## src/hw/rtl/tagged_length_field_encoder_macros.svh

```systemverilog
// ----------------------------------------------------------------------------
// Tagged length-field encoder assertion macros
// Shared concurrent assertion forms, clocked on clk, disabled in reset.
// ----------------------------------------------------------------------------
`ifndef TAGGED_LENGTH_FIELD_ENCODER_MACROS_SVH
`define TAGGED_LENGTH_FIELD_ENCODER_MACROS_SVH

// Same-cycle implication
`define TLFE_ASSERT_NOW(label, ante, cons, msg) \
	label: assert property (@(posedge clk) disable iff (!arst_n) (ante) |-> (cons)) \
		else $error(msg);

// Next-cycle implication
`define TLFE_ASSERT_NEXT(label, ante, cons, msg) \
	label: assert property (@(posedge clk) disable iff (!arst_n) (ante) |=> (cons)) \
		else $error(msg);

`endif

```

## src/hw/rtl/tlfe_pkg.sv

```systemverilog
// ----------------------------------------------------------------------------
// Tagged length-field encoder package
// Status codes, field number ranges and the result bundle type.
// ----------------------------------------------------------------------------
package tlfe_pkg;

	// Status codes reported in a result
	typedef enum logic [2:0] {
		ST_OK          = 3'd0,
		ST_FIELD_RSVD  = 3'd1,
		ST_FIXED_LEN   = 3'd2,
		ST_TOO_LONG    = 3'd3,
		ST_TYPE_LOCKED = 3'd4,
		ST_STRAY       = 3'd5
	} status_t;

	// Input kind flag
	localparam logic KIND_HEADER = 1'b0;

	// Field number landmarks
	localparam logic [7:0] FIELD_RSVD      = 8'd251;
	localparam logic [7:0] FIELD_LEN3      = 8'd252;
	localparam logic [7:0] FIELD_FIX_A     = 8'd253;
	localparam logic [7:0] FIELD_LEN1_HI   = 8'd254;
	localparam logic [7:0] FIELD_FIX_B     = 8'd255;
	localparam logic [7:0] FIELD_FIX_LO    = 8'd4;
	localparam logic [7:0] FIELD_FIX_HI    = 8'd15;
	localparam logic [7:0] FIELD_LEN1_END  = 8'd159;
	localparam logic [7:0] FIELD_LEN2_LO   = 8'd160;
	localparam logic [7:0] FIELD_LEN2_HI   = 8'd250;

	// Object types at or above this are encrypted kinds, not writable
	localparam logic [2:0] OBJ_TYPE_ENC_MIN = 3'd5;

	// Up to four results per request: tag plus up to three length bytes
	typedef struct packed {
		logic [3:0][7:0] bytes;
		logic [1:0]      last_idx;
		logic            byte_valid;
		logic            eof;
		status_t         status;
	} bundle_t;

	// One result as it leaves the block
	typedef struct packed {
		logic [7:0] out_byte;
		logic       byte_valid;
		logic       eof;
		logic       last;
		status_t    status;
	} result_t;

	// Number of length bytes for a field number (251 reads as 0, caught apart)
	function automatic logic [1:0] prefix_len(input logic [7:0] f);
		logic [1:0] pl;
		if (f == 8'd0 || (f >= FIELD_FIX_LO && f <= FIELD_FIX_HI) ||
				f == FIELD_FIX_A || f == FIELD_FIX_B || f == FIELD_RSVD)
			pl = 2'd0;
		else if (f >= FIELD_LEN2_LO && f <= FIELD_LEN2_HI)
			pl = 2'd2;
		else if (f == FIELD_LEN3)
			pl = 2'd3;
		else
			pl = 2'd1;
		return pl;
	endfunction

endpackage

```

## src/hw/rtl/tlfe_front.sv

```systemverilog
// ----------------------------------------------------------------------------
// Tagged length-field encoder front end
// Classifies each request, checks lengths, keeps the field counter state
// and builds the result bundle for the emitter.
// ----------------------------------------------------------------------------
`include "tagged_length_field_encoder_macros.svh"

module tlfe_front #(
	parameter int FIXED_PAYLOAD_BYTES = 64
) (
	input  logic              clk,
	input  logic              arst_n,
	input  logic              cfg_wr_en,
	input  logic [2:0]        cfg_wr_data,
	input  logic              accept,
	input  logic              kind,
	input  logic [7:0]        field_number,
	input  logic [23:0]       payload_length,
	input  logic [7:0]        data_byte,
	output logic              push,
	output tlfe_pkg::bundle_t bundle
);
	import tlfe_pkg::*;

	logic [2:0]  object_type_q;
	logic [23:0] rem_q, rem_d;
	logic        open_q, open_d;
	logic        drop_q, drop_d;

	logic [1:0]  pl;
	logic        len_nz, rem_nz, enc_type, too_long;
	status_t     hdr_status;
	logic [23:0] rem_dec;

	// Header classification
	assign pl       = prefix_len(field_number);
	assign len_nz   = (payload_length != 24'd0);
	assign rem_nz   = (rem_q != 24'd0);
	assign rem_dec  = rem_q - {23'd0, rem_nz};
	assign enc_type = (object_type_q >= OBJ_TYPE_ENC_MIN);

	always_comb begin
		if (enc_type)
			too_long = len_nz;
		else if (pl == 2'd1)
			too_long = |payload_length[23:8];
		else if (pl == 2'd2)
			too_long = |payload_length[23:16];
		else
			too_long = 1'b0;
	end

	// Error checks in priority order
	always_comb begin
		priority if (field_number == FIELD_RSVD)
			hdr_status = ST_FIELD_RSVD;
		else if (pl == 2'd0 && payload_length != 24'(FIXED_PAYLOAD_BYTES))
			hdr_status = ST_FIXED_LEN;
		else if (pl != 2'd0 && too_long)
			hdr_status = ST_TOO_LONG;
		else if (enc_type)
			hdr_status = ST_TYPE_LOCKED;
		else
			hdr_status = ST_OK;
	end

	// Next state and result bundle
	always_comb begin
		rem_d  = rem_q;
		open_d = open_q;
		drop_d = drop_q;
		push   = 1'b0;
		bundle = '{bytes: '0, last_idx: 2'd0, byte_valid: 1'b0, eof: 1'b0,
			status: ST_OK};
		if (kind == KIND_HEADER) begin
			push  = 1'b1;
			rem_d = payload_length;
			if (hdr_status != ST_OK) begin
				bundle.status = hdr_status;
				open_d        = 1'b0;
				drop_d        = len_nz;
			end else begin
				bundle.byte_valid = 1'b1;
				bundle.last_idx   = pl;
				bundle.eof        = !len_nz;
				bundle.bytes[0]   = field_number;
				open_d            = len_nz;
				drop_d            = 1'b0;
				unique case (pl)
					2'd0: ;
					2'd1: bundle.bytes[1] = payload_length[7:0];
					2'd2: begin
						bundle.bytes[1] = payload_length[15:8];
						bundle.bytes[2] = payload_length[7:0];
					end
					2'd3: begin
						bundle.bytes[1] = payload_length[23:16];
						bundle.bytes[2] = payload_length[15:8];
						bundle.bytes[3] = payload_length[7:0];
					end
					default: ;
				endcase
			end
		end else if (drop_q) begin
			// discard payload of a rejected field
			rem_d  = rem_dec;
			drop_d = (rem_dec != 24'd0);
		end else if (open_q && rem_nz) begin
			push              = 1'b1;
			rem_d             = rem_dec;
			open_d            = (rem_dec != 24'd0);
			bundle.bytes[0]   = data_byte;
			bundle.byte_valid = 1'b1;
			bundle.eof        = (rem_dec == 24'd0);
		end else begin
			// payload byte with no field open
			push          = 1'b1;
			open_d        = 1'b0;
			bundle.status = ST_STRAY;
		end
	end

	// Field state, updated per accepted request
	always_ff @(posedge clk or negedge arst_n) begin
		if (!arst_n) begin
			rem_q  <= '0;
			open_q <= 1'b0;
			drop_q <= 1'b0;
		end else if (accept) begin
			rem_q  <= rem_d;
			open_q <= open_d;
			drop_q <= drop_d;
		end
	end

	// Object type register
	always_ff @(posedge clk or negedge arst_n) begin
		if (!arst_n)
			object_type_q <= '0;
		else if (cfg_wr_en)
			object_type_q <= cfg_wr_data;
	end

	`TLFE_ASSERT_NOW(a_open_drop_excl, open_q, !drop_q, "field open while dropping")
	`TLFE_ASSERT_NOW(a_open_has_bytes, open_q, rem_nz, "open field with zero count")
	`TLFE_ASSERT_NOW(a_drop_has_bytes, drop_q, rem_nz, "dropping with zero count")

endmodule

```

## src/hw/rtl/tlfe_emit.sv

```systemverilog
// ----------------------------------------------------------------------------
// Tagged length-field encoder emitter
// Holds one result bundle and sends its results one per cycle when the output
// is ready, through a registered output stage.
// ----------------------------------------------------------------------------
`include "tagged_length_field_encoder_macros.svh"

module tlfe_emit (
	input  logic              clk,
	input  logic              arst_n,
	input  logic              push,
	input  tlfe_pkg::bundle_t bundle,
	output logic              take_ok,
	output logic              out_valid,
	input  logic              out_ready,
	output tlfe_pkg::result_t result
);
	import tlfe_pkg::*;

	logic       valid_s1;
	bundle_t    bundle_s1;
	logic [1:0] idx_q;
	logic       out_valid_q;
	result_t    result_q;
	logic       out_free, pop, done, at_last;

	assign out_free = !out_valid_q || out_ready;
	assign at_last  = (idx_q == bundle_s1.last_idx);
	assign pop      = valid_s1 && out_free;
	assign done     = pop && at_last;
	assign take_ok  = !valid_s1 || done;

	// Bundle stage
	always_ff @(posedge clk or negedge arst_n) begin
		if (!arst_n) begin
			valid_s1 <= 1'b0;
			idx_q    <= '0;
		end else begin
			if (push)
				valid_s1 <= 1'b1;
			else if (done)
				valid_s1 <= 1'b0;
			if (done)
				idx_q <= '0;
			else if (pop)
				idx_q <= idx_q + 2'd1;
		end
	end

	always_ff @(posedge clk) begin
		if (push)
			bundle_s1 <= bundle;
	end

	// Output register
	always_ff @(posedge clk or negedge arst_n) begin
		if (!arst_n)
			out_valid_q <= 1'b0;
		else if (pop)
			out_valid_q <= 1'b1;
		else if (out_ready)
			out_valid_q <= 1'b0;
	end

	always_ff @(posedge clk) begin
		if (pop) begin
			result_q.out_byte   <= bundle_s1.bytes[idx_q];
			result_q.byte_valid <= bundle_s1.byte_valid;
			result_q.eof        <= bundle_s1.eof && at_last;
			result_q.last       <= at_last;
			result_q.status     <= bundle_s1.status;
		end
	end

	assign out_valid = out_valid_q;
	assign result    = result_q;

	`TLFE_ASSERT_NOW(a_idx_bound, valid_s1, idx_q <= bundle_s1.last_idx, "index past bundle")
	`TLFE_ASSERT_NOW(a_idx_idle, !valid_s1, idx_q == 2'd0, "index moved while empty")
	`TLFE_ASSERT_NEXT(a_idx_step, pop && !at_last,
		valid_s1 && idx_q == 2'($past(idx_q) + 2'd1), "bundle lost mid-sequence")

endmodule

```

## src/hw/rtl/tagged_length_field_encoder.sv

```systemverilog
// Results pass through the bundle stage and then the output register.
// Payload bytes: one request per clock while the output is ready; a header
// holds the input until its 1 to 4 results enter the one-byte output register.
// Dropped payload bytes produce no result and pass one per clock when idle.
// Reset (arst_n low, async): no field open, counter zero, object type 0,
// bundle and output stages empty.
// ----------------------------------------------------------------------------
// Tagged length-field encoder top level
// Emits tag and big-endian length bytes for each valid field header, then
// passes the field's payload bytes while counting them down.
// ----------------------------------------------------------------------------
module tagged_length_field_encoder #(
	parameter int FIXED_PAYLOAD_BYTES = 64
) (
	input  logic        clk,
	input  logic        arst_n,
	input  logic        cfg_wr_en,
	input  logic [2:0]  cfg_wr_data,   // object_type
	input  logic        s_axis_tvalid,
	output logic        s_axis_tready,
	input  logic [39:0] s_axis_tdata,  // field_number, payload_length, data_byte
	input  logic        s_axis_tuser,  // kind
	output logic        m_axis_tvalid,
	input  logic        m_axis_tready,
	output logic [15:0] m_axis_tdata,  // out_byte, status, 5 zero bits
	output logic [1:0]  m_axis_tuser,  // byte_valid, end_of_field
	output logic        m_axis_tlast   // last result of the request
);
	import tlfe_pkg::*;

	logic    accept, push, take_ok;
	bundle_t bundle;
	result_t result;

	assign accept        = s_axis_tvalid && s_axis_tready;
	assign s_axis_tready = take_ok;

	// Classification and field state
	tlfe_front #(
		.FIXED_PAYLOAD_BYTES(FIXED_PAYLOAD_BYTES)
	) u_front (
		.clk           (clk),
		.arst_n        (arst_n),
		.cfg_wr_en     (cfg_wr_en),
		.cfg_wr_data   (cfg_wr_data),
		.accept        (accept),
		.kind          (s_axis_tuser),
		.field_number  (s_axis_tdata[7:0]),
		.payload_length(s_axis_tdata[31:8]),
		.data_byte     (s_axis_tdata[39:32]),
		.push          (push),
		.bundle        (bundle)
	);

	// Result sequencing and output register
	tlfe_emit u_emit (
		.clk      (clk),
		.arst_n   (arst_n),
		.push     (push && accept),
		.bundle   (bundle),
		.take_ok  (take_ok),
		.out_valid(m_axis_tvalid),
		.out_ready(m_axis_tready),
		.result   (result)
	);

	// Output packing
	assign m_axis_tdata = {5'd0, result.status, result.out_byte};
	assign m_axis_tuser = {result.eof, result.byte_valid};
	assign m_axis_tlast = result.last;

endmodule
```

## config.mk

```make
export PLATFORM = sky130hd
export DESIGN_NAME = tagged_length_field_encoder
export DESIGN_NICKNAME = d
export VERILOG_FILES = /design/src/hw/rtl/tlfe_pkg.sv /design/src/hw/rtl/tlfe_front.sv /design/src/hw/rtl/tlfe_emit.sv /design/src/hw/rtl/tagged_length_field_encoder.sv
export VERILOG_INCLUDE_DIRS = /design/src /design/src/hw/rtl
export SDC_FILE = /design/constraint.sdc
export NUM_CORES = 1
export LEC_CHECK = 0
export BUFFER_PORTS_ARGS = -buffer_cell sky130_fd_sc_hd__clkbuf_2
export CORE_MARGIN = 5
export CORE_UTILIZATION = 35
export DETAILED_ROUTE_END_ITERATION = 10
export PLACE_DENSITY = 0.49
export SYNTH_ARGS = -nofsm -noshare
export SYNTH_HDL_FRONTEND = slang
export SYNTH_HIERARCHICAL = 1
export SYNTH_SLANG_ARGS = --single-unit
```

## constraint.sdc

```tcl
create_clock -name clk -period 7.57 [get_ports clk]
set_clock_uncertainty 0.1 [all_clocks]
set_input_delay 1.1355 -clock clk [delete_from_list [all_inputs] [get_ports clk]]
set_output_delay 1.1355 -clock clk [all_outputs]
set_load 0.02 [all_outputs]
```

Yosys cells after proc, flatten, opt, wreduce, memory -nomap -nowiden. Cells that the tools add are included.

Register bits after elaboration: 86. Word-level logic and storage cells: 117. Bits of input ports: 49. Output and inout bits: 21.

$add $sub $neg: 2. Bitwise gates (word level): 1. Eq/ne operators: 11. Order comparisons: 6. Multiplexer cells: 41. Reductions and logical operators: 36.

Operator list (count): 24-bit two-way mux (3); 24-bit nonzero test (3); 8-bit equality test, second input constant (4); 8-bit two-way mux (4); 24-bit zero test (1); 24-bit by 7-bit != test with 1-bit output, second input constant (1); 8-bit one-hot mux with 3 select lines (1); 24-bit by 1-bit subtractor with 24-bit output (1); 3-bit two-way mux (6); 8-bit binary-select mux with 2-bit select (1); 1-bit two-way mux (16); 8-bit one-hot mux with 2 select lines (1); 16-bit OR reduction (1); 12-bit two-way mux (1); 2-bit two-way mux (6); 1-bit logical AND (10); 5-bit two-way mux (2); 8-bit by 3-bit greater-or-equal comparator with 1-bit output, second input constant (1); 8-bit greater-or-equal comparator, second input constant (1); 8-bit by 4-bit <= comparator with 1-bit output, second input constant (1); 8-bit <= comparator, second input constant (1); 8-bit zero test (1); 2-bit nonzero test (4); 8-bit OR reduction (1); 16 further kinds (25).

Logic depth before layout (Yosys ltp). Gate-level depths: netlist (run 1).

Depth after elaboration: 18. Depth in mapped cells: 13. Mapped depth without buffers: 11.

By module. The synthesis (run 1) kept the hierarchy.

By module, submodules not included: tlfe_front (instances 1, cells an instance 389, sequential area each 725.7 µm², area an instance 2941.6 µm²); tlfe_emit (instances 1, cells an instance 88, sequential area each 1691.6 µm², area an instance 2030.7 µm²); tagged_length_field_encoder (instances 1, cells an instance 8, sequential area each 0.0 µm², area an instance 53.8 µm²).

Worst setup path after synthesis (run 1). Ideal clock, no wire load.

Kind: input to register. From: in m_axis_tready. To: reg u_emit/bundle_s1[0] (netlist bit), enable pin. Cell stages on the path: 5. Arrival: 3240 ps. Buffers on the path: 1. Setup time: 402 ps. Slack: 3828 ps. Required time: 7068 ps. Path through: nand2b_4 and2_0 clkbuf_1 a21bo_2 and3_1.

Longest elaborated chain between the ends: 6.

Ends and longest elaborated chain: from (decl) (RTL line tagged_length_field_encoder.sv:24) `input logic m_axis_tready,`; 1-bit logical OR (RTL line tlfe_emit.sv:27) `assign out_free = !out_valid_q || out_ready;`; 1-bit logical AND (RTL line tlfe_emit.sv:29) `assign pop = valid_s1 && out_free;`; named net u_emit.pop (RTL line tlfe_emit.sv:25) `logic out_free, pop, done, at_last;`; 1-bit logical AND (RTL line tlfe_emit.sv:30) `assign done = pop && at_last;`; 1-bit logical OR (RTL line tlfe_emit.sv:31) `assign take_ok = !valid_s1 || done;`; named net s_axis_tready (RTL line tagged_length_field_encoder.sv:20) `output logic s_axis_tready,`; 1-bit logical AND (RTL line tagged_length_field_encoder.sv:35) `assign accept = s_axis_tvalid && s_axis_tready;`; 1-bit logical AND (RTL line tagged_length_field_encoder.sv:59) `.push (push && accept),`; to (signal assigned) (RTL line tlfe_emit.sv:52) `bundle_s1 <= bundle;`; to (decl) (RTL line tlfe_emit.sv:21) `bundle_t bundle_s1;`.

The timed path passes the listed nets, and every way through them passes these cells. A chain may end at the register's enable or synchronous reset.

Final worst setup path (run 1).
From: reg u_front.rem_q[11]. To: reg u_front.drop_q.

Longest elaborated chain between the ends: 5.

Ends and longest elaborated chain: from (decl) (RTL line tlfe_front.sv:26) `logic [23:0] rem_q, rem_d;`; from (signal assigned) (RTL line tlfe_front.sv:130) `rem_q <= rem_d;`; 24-bit nonzero test (RTL line tlfe_front.sv:38) `assign rem_nz = (rem_q != 24'd0);`; 24-bit by 1-bit subtractor with 24-bit output (*) (RTL line tlfe_front.sv:39) `assign rem_dec = rem_q - {23'd0, rem_nz};`; 24-bit nonzero test (*) (RTL line tlfe_front.sv:107) `drop_d = (rem_dec != 24'd0);`; 1-bit two-way mux (*) (RTL line tlfe_front.sv:104) `end else if (drop_q) begin`; 1-bit two-way mux (*) (RTL line tlfe_front.sv:75) `if (kind == KIND_HEADER) begin`; to (signal assigned) (RTL line tlfe_front.sv:132) `drop_q <= drop_d;`; to (decl) (RTL line tlfe_front.sv:28) `logic drop_q, drop_d;`.

Every way passes the cells marked *; elsewhere a longest branch is shown, timed or not.

==> results of run 1 <==
==> synth_stat cells, drive strengths merged, types with 8 or more instances <==
cell	number
edfxtp	53
nor2	39
dfrtp	33
nand2	32
a21oi	30
o21ai	29
clkbuf	23
a22oi	18
nor4	18
buf	17
o22ai	14
and3	13
nor3	13
inv	11
a22o	10
nand3	10
nand4	10
mux4	8
==> kinds of logic after synthesis <==
logic type / count (synthesis) / synth area share (%)
other: 1 / 0.0746
buffers and inverters: 51 / 4.93
xor gates and xnor gates: 5 / 0.871
AOI/OAI and AO/OA: 154 / 21.3
muxes: 12 / 4.53
and+or+nand+nor: 174 / 19.7
DFF: 86 / 48.1
adders and majority gates: 2 / 0.498
==> flip-flops by register name, summed over array words and instances, names as in the netlist <==
name,count
u_front/object_type_q,3
u_emit/bundle_s1,39
u_front/open_q,1
u_emit/valid_s1,1
u_emit/result,14
u_front/drop_q,1
u_emit/out_valid,1
u_front/rem_q,24
u_emit/idx_q,2
==> final cells by class <==
type	instances	share of cell area (%)
repair buffers	64	5.67
clock inverters	6	0.665
multi-input cells	352	42.1
inverters	11	0.731
clock buffers	10	4.05
well taps	180	3.99
flip-flops and latches	86	42.8
==> worst min path at each step <==
stage	startpoint	endpoint	cells past startpoint
finish	u_emit/bundle_s1[2]	u_emit/result[2]	0
global route	u_emit/bundle_s1[2]	u_emit/result[2]	0
CTS	u_emit/bundle_s1[2]	u_emit/result[2]	0
detailed placement	u_emit/bundle_s1[2]	u_emit/result[2]	0
global placement	u_emit/bundle_s1[4]	u_emit/result[5]	0
floorplan	u_emit/bundle_s1[0]	u_emit/result[0]	0
==> power groups by stage <==
| stage | sequential [W] | combinational [W] | clock (W) |
|---|---|---|---|
| 4_1_cts | 0.000870 | 0.000712 | 0.000422 |
| 5_1_grt | 0.000896 | 0.000795 | 0.000442 |
| 2_1_floorplan | 0.000796 | 0.000595 | 0 |
| 6_report | 0.000871 | 0.000715 | 0.000410 |
| 3_3_place_gp | 0.000873 | 0.000703 | 0 |
| 3_5_place_dp | 0.000878 | 0.000710 | 0 |
==> stage by stage <==
step	utilization (%)	setup WS (ps)	instance area [um^2]	hold WS, ps	total power [W]
5_1_grt	40.4	3320	5650	352	0.00213
6_report	40.4	3590	5650	329	0.00200
3_3_place_gp	38.5	3370	5380	315	0.00158
3_5_place_dp	38.5	3270	5380	316	0.00159
2_1_floorplan	-	3830	5040	300	0.00139
4_1_cts	40.4	3640	5650	332	0.00200
==> routing by layer <==
metal  part of all wire [%]  vias up  GRT usage (%)
met5                      0        -              0
met4                    2.2        0           5.26
met3                    5.5       22           4.46
met2                     45      132           28.0
met1                     47     2121           27.7
li1                       -     1969              -
==> worst max-delay path, delay by kind of cell, from the launching register on <==
family / cells / cell delay (ps)
DFF: 1 / 500
AOI/OAI and AO/OA: 3 / 700
and+or+nand+nor: 6 / 2030
adders and majority gates: 2 / 490
==> impl_metrics.tcl, run 1 <==
set metrics [dict create \
    status "finished clean" \
    critical_path.max_fanout 9 \
    num_vias 4244 \
    core_area_um2 14000 \
    grt_first_pass_wirelength_mm 24.1 \
    antenna_found_initial 0 \
    drv.max_cap_violation_count 0 \
    setup_total_neg_slack_ps 0 \
    crit_path_start_kind "flop" \
    timing.critical_path.arrival_ps 4090 \
    pwr-share-comb_pct 35.8 \
    grt_setup_unrepaired "no" \
    clock_sink_count 86 \
    layout.cells.most_common_list "sky130_fd_sc_hd__clkbuf_2, sky130_fd_sc_hd__edfxtp_1, sky130_fd_sc_hd__nor2_1" \
    timing_worst_setup_path_type "flop to flop" \
    instances_no_fill 709 \
    initialDrtViolationCount 427 \
    seq_area_frac_synth_pct 48.1 \
    dpl.hpwl_mm 11.4 \
    number_of_endpoints_with_negative_hold_slack_in_the_final_report 0 \
    place_congestion 0.836 \
    post_synth_main_area_contributors "sky130_fd_sc_hd__edfxtp_1, sky130_fd_sc_hd__dfrtp_1, sky130_fd_sc_hd__mux4_2" \
    ff2ff_path_depth 11 \
    drive_above_1_share_pct 21.4 \
    count_of_instances_resized_after_the_clock_tree_is_built 0 \
    synth_top_area_share_pct 31.7 \
    synth_cell_types 75 \
    core.rowCount 43 \
    cpMaxStageDelayCell "sky130_fd_sc_hd__or4_1" \
    critPathCaptureType "flop" \
    slew_violations 0 \
    max-vdd-ir-drop_mv 0.106 \
    routedWlPerCell_um 21.7 \
    largest_stage_delay_on_the_critical_path_ps 540 \
    power_report.internal_total_w 0.00119 \
    die-width_um 130 \
    filler_cell_count 1406 \
    power.sequential.fraction_pct 43.6 \
    ys_dominant_reg_cell "sky130_fd_sc_hd__edfxtp_1" \
    min_period_over_period_pct 52.6 \
    grt_util_all_layers_pct 18.9 \
    global_route.overflow_total 0 \
    synth_top_cell_by_area "sky130_fd_sc_hd__edfxtp_1" \
    cp.required_ps 7680 \
    setup.reg_to_reg.worst_slack_ps 3590 \
    grt_start_max_net_pins 42 \
    area_growth_pct 12.4 \
    ff_latch_count_synth 86 \
    postCtsHoldBufs 0 \
    ctsHtreeMaxLevel 3 \
    clock_tree_from_tritoncts "done" \
    critical_path.reg2reg.startpoint "u_front/rem_q[11]" \
    async_flop_share_pct 38.4 \
    critPathMostFrequentCell "sky130_fd_sc_hd__ha_1" \
    drt.antenna.violating_nets 0 \
    design.die.area_um2 16900 \
    crit-reg2reg-capture "u_front/drop_q" \
    wl_mm 15.4 \
    timing.final.crit_period_ps 3980 \
    synth_enable_flop_cells 53 \
    max_freq_mhz 251 \
    area_used_by_multi_input_combinational_logic_um2 2380 \
    diodes 0 \
    ratio_of_total_power_to_cell_area_nw_per_um2 354 \
    tightest_slew_ps 1080 \
    syn-instance-count 485 \
    power_switching_share_pct 40.5 \
    post-place-cells 693 \
    final_setup_violation_count 0 \
    drt-vias-per-instance 5.99 \
    nNetsFinal 575 \
    insertion_delay_of_the_later_clocked_pin_in_the_worst_skew_pair_ps 350 \
    initial_utilization_pct 35.9 \
    worst_hold_path_type "flop to flop" \
    postSynthAreaPerCell_um2 10.4 \
    max-slew-margin-rel_pct 27.8 \
    worstSetupEndpoint "u_front/drop_q" \
    first_global_vias 4112 \
    die-height_um 130 \
    port_buffers 64 \
    sequential_cell_area_um2 2420 \
    worstPathCellList "nor4_4 > nand4_2 > or4_1 > ha_1 > ha_1 > or4b_1 > nand4_1 > a211o_1 > a22o_1 > nor4_2 > o221ai_1" \
    design.portCount 70 \
    cts_buffer_depth 2 \
    drt_pass1_iterations 5 \
    clkSlewWorstSetupHoldPaths_ps 70 \
    cts_buf_count 9 \
    drc 0 \
    final_common_cell "sky130_fd_sc_hd__clkbuf_2" \
    power.clock.fraction_pct 20.5 \
    p_switching_w 0.000808 \
    post_cts_buffers 0 \
    clockRootBuffer "sky130_fd_sc_hd__clkbuf_16" \
    synthesis.area_um2 5030 \
    synth_warnings 6 \
    p_leak_nw 2.09 \
    worst_setup_path_startpoint "u_front/rem_q[11]" \
]
No activity file was read; power rests on OpenSTA's default activity.
==> inputs of run 2 (changes only) <==
==> constraint.sdc (replaced) <==
create_clock -name clk -period 4.1 [get_ports clk]
set_clock_uncertainty 0.1 [all_clocks]
set_input_delay 0.615 -clock clk [delete_from_list [all_inputs] [get_ports clk]]
set_output_delay 0.615 -clock clk [all_outputs]
set_load 0.02 [all_outputs]
==> impl_metrics.tcl, run 2 (synthesized netlist as in run 1, its figures left out) <==
set metrics [dict create \
    status "finished clean" \
    initialDrtViolationCount 413 \
    max_freq_mhz 260 \
    drv.max_cap_violation_count 0 \
    max-vdd-ir-drop_mv 0.373 \
    instances_no_fill 719 \
    global_route.overflow_total 0 \
    ratio_of_total_power_to_cell_area_nw_per_um2 661 \
    power.clock.fraction_pct 21.2 \
    clock_tree_from_tritoncts "done" \
    core.rowCount 43 \
    placement.cell_area_um2 5460 \
    final.hold.worst_slack_ps 302 \
    first_global_vias 4169 \
    initial_utilization_pct 35.9 \
    largest_register_ffs 39 \
    final_setup_violation_count 0 \
    final_util_pct 41.1 \
    timing.final.crit_period_ps 3840 \
    port_buffers 64 \
    worst_hold_path_type "input pin to async pin" \
    place_congestion 0.921 \
    post-place-cells 703 \
    drc 0 \
    power_switching_share_pct 40.9 \
    timing.critical_path.arrival_ps 3950 \
    drt.antenna.violating_nets 0 \
    max-slew-margin-rel_pct 36.2 \
    critical_path.reg2reg.startpoint "u_front/rem_q[11]" \
    critPathCaptureType "flop" \
    wl_mm 15.3 \
    grt_start_max_net_pins 42 \
    clkSlewWorstSetupHoldPaths_ps 70 \
    ff2ff_path_depth 11 \
    crit-reg2reg-capture "u_front/drop_q" \
    grt_util_all_layers_pct 18.7 \
    ctsHtreeMaxLevel 3 \
    critical_path.max_fanout 9 \
    core_area_um2 14000 \
    timing_worst_setup_path_type "flop to flop" \
    min_period_over_period_pct 93.7 \
    tightest_slew_ps 957 \
    power.sequential.fraction_pct 41.1 \
    grt_first_pass_wirelength_mm 23.9 \
    largest_register "u_emit/bundle_s1" \
    dpl.hpwl_mm 11.3 \
    crit_path_start_kind "flop" \
    clock_sink_count 86 \
    die-width_um 130 \
    antenna_found_initial 0 \
    cts_buffer_depth 2 \
    diodes 0 \
    design.portCount 70 \
    cts_buf_count 9 \
    nNetsFinal 585 \
    area_growth_pct 14.5 \
    layout.cells.most_common_list "sky130_fd_sc_hd__clkbuf_2, sky130_fd_sc_hd__edfxtp_1, sky130_fd_sc_hd__nor2_1" \
    final_common_cell "sky130_fd_sc_hd__clkbuf_2" \
    slew_violations 0 \
    insertion_delay_of_the_later_clocked_pin_in_the_worst_skew_pair_ps 350 \
    p_switching_w 0.00156 \
    drt-vias-per-instance 5.97 \
    setup.reg_to_reg.worst_slack_ps 260 \
    count_of_instances_resized_after_the_clock_tree_is_built 0 \
    design.die.area_um2 16900 \
    pwr-share-comb_pct 37.6 \
    fin_total_pwr_w 0.00380 \
    p_leak_nw 2.15 \
    drt_pass1_iterations 5 \
    drive_above_1_share_pct 23.4 \
    num_vias 4295 \
    number_of_endpoints_with_negative_hold_slack_in_the_final_report 0 \
    cp.required_ps 4210 \
    post_cts_buffers 0 \
    routedWlPerCell_um 21.2 \
    power_report.internal_total_w 0.00224 \
    die-height_um 130 \
    postCtsHoldBufs 0 \
    clockRootBuffer "sky130_fd_sc_hd__clkbuf_16" \
    final_area_um2 5750 \
]
## run 2: changes by cell type in the layout (fill, tap and decap cells not counted), moves of 2 or more
cell	previous run	this run
sky130_fd_sc_hd__buf_4	0	10
sky130_fd_sc_hd__inv_6	1	3
sky130_fd_sc_hd__clkinv_1	2	0
sky130_fd_sc_hd__inv_8	0	2
## run 2: worst max path at each step
| stage | start | endpoint | slack, ps |
|---|---|---|---|
| global route | u_front/rem_q[11] | u_front/drop_q | -10 |
| detailed placement | u_front/rem_q[11] | u_front/drop_q | 210 |
| CTS | u_front/rem_q[11] | u_front/drop_q | 180 |
| finish | u_front/rem_q[11] | u_front/drop_q | 260 |
| floorplan | u_front/rem_q[11] | u_front/drop_q | 550 |
| global placement | u_front/rem_q[11] | u_front/drop_q | 290 |
## run 2: final cells by class
class	instances	area, um^2
tap	180	225
clock buffer	9	225
sequential	86	2420
fill	1368	8230
timing repair buffer	74	395
multi-input combinational	352	2390
inverter	11	41.3
clock inverter	7	63.8
## run 2: power by group through the flow
stage / registers (W) / logic (W) / clock network (W)
2_1_floorplan: 0.00147 / 0.00110 / 0
3_3_place_gp: 0.00156 / 0.00140 / 0
3_5_place_dp: 0.00157 / 0.00141 / 0
4_1_cts: 0.00156 / 0.00142 / 0.000838
5_1_grt: 0.00161 / 0.00157 / 0.000869
6_report: 0.00156 / 0.00143 / 0.000808
## run 2: metrics by stage
step | TNS [ps] | setup WS, ps
after floorplan | 0 | 547
after CTS | 0 | 182
final | 0 | 258
after global placement | 0 | 290
after global routing | -10.9 | -10.9
after detailed placement | 0 | 214
## run 2: worst max-delay path, cell delays in order (launching register included)
cell	delay, ps
sky130_fd_sc_hd__dfrtp_1	490
sky130_fd_sc_hd__nor4_4	390
sky130_fd_sc_hd__nand4_2	200
sky130_fd_sc_hd__or4_1	530
sky130_fd_sc_hd__ha_1	230
sky130_fd_sc_hd__ha_1	240
sky130_fd_sc_hd__or4b_1	310
sky130_fd_sc_hd__nand4_1	120
sky130_fd_sc_hd__a211o_1	300
sky130_fd_sc_hd__a22o_1	230
sky130_fd_sc_hd__nor4_4	370
sky130_fd_sc_hd__o221ai_1	190
## run 2: layer usage
| metal | global-route usage (%) | vias up | share of wire (%) |
|---|---|---|---|
| li1 | - | 1989 | - |
| met1 | 25.7 | 2110 | 45 |
| met2 | 28.5 | 172 | 46 |
| met3 | 5.20 | 24 | 6.1 |
| met4 | 6.17 | 0 | 2.5 |
| met5 | 0 | - | 0 |
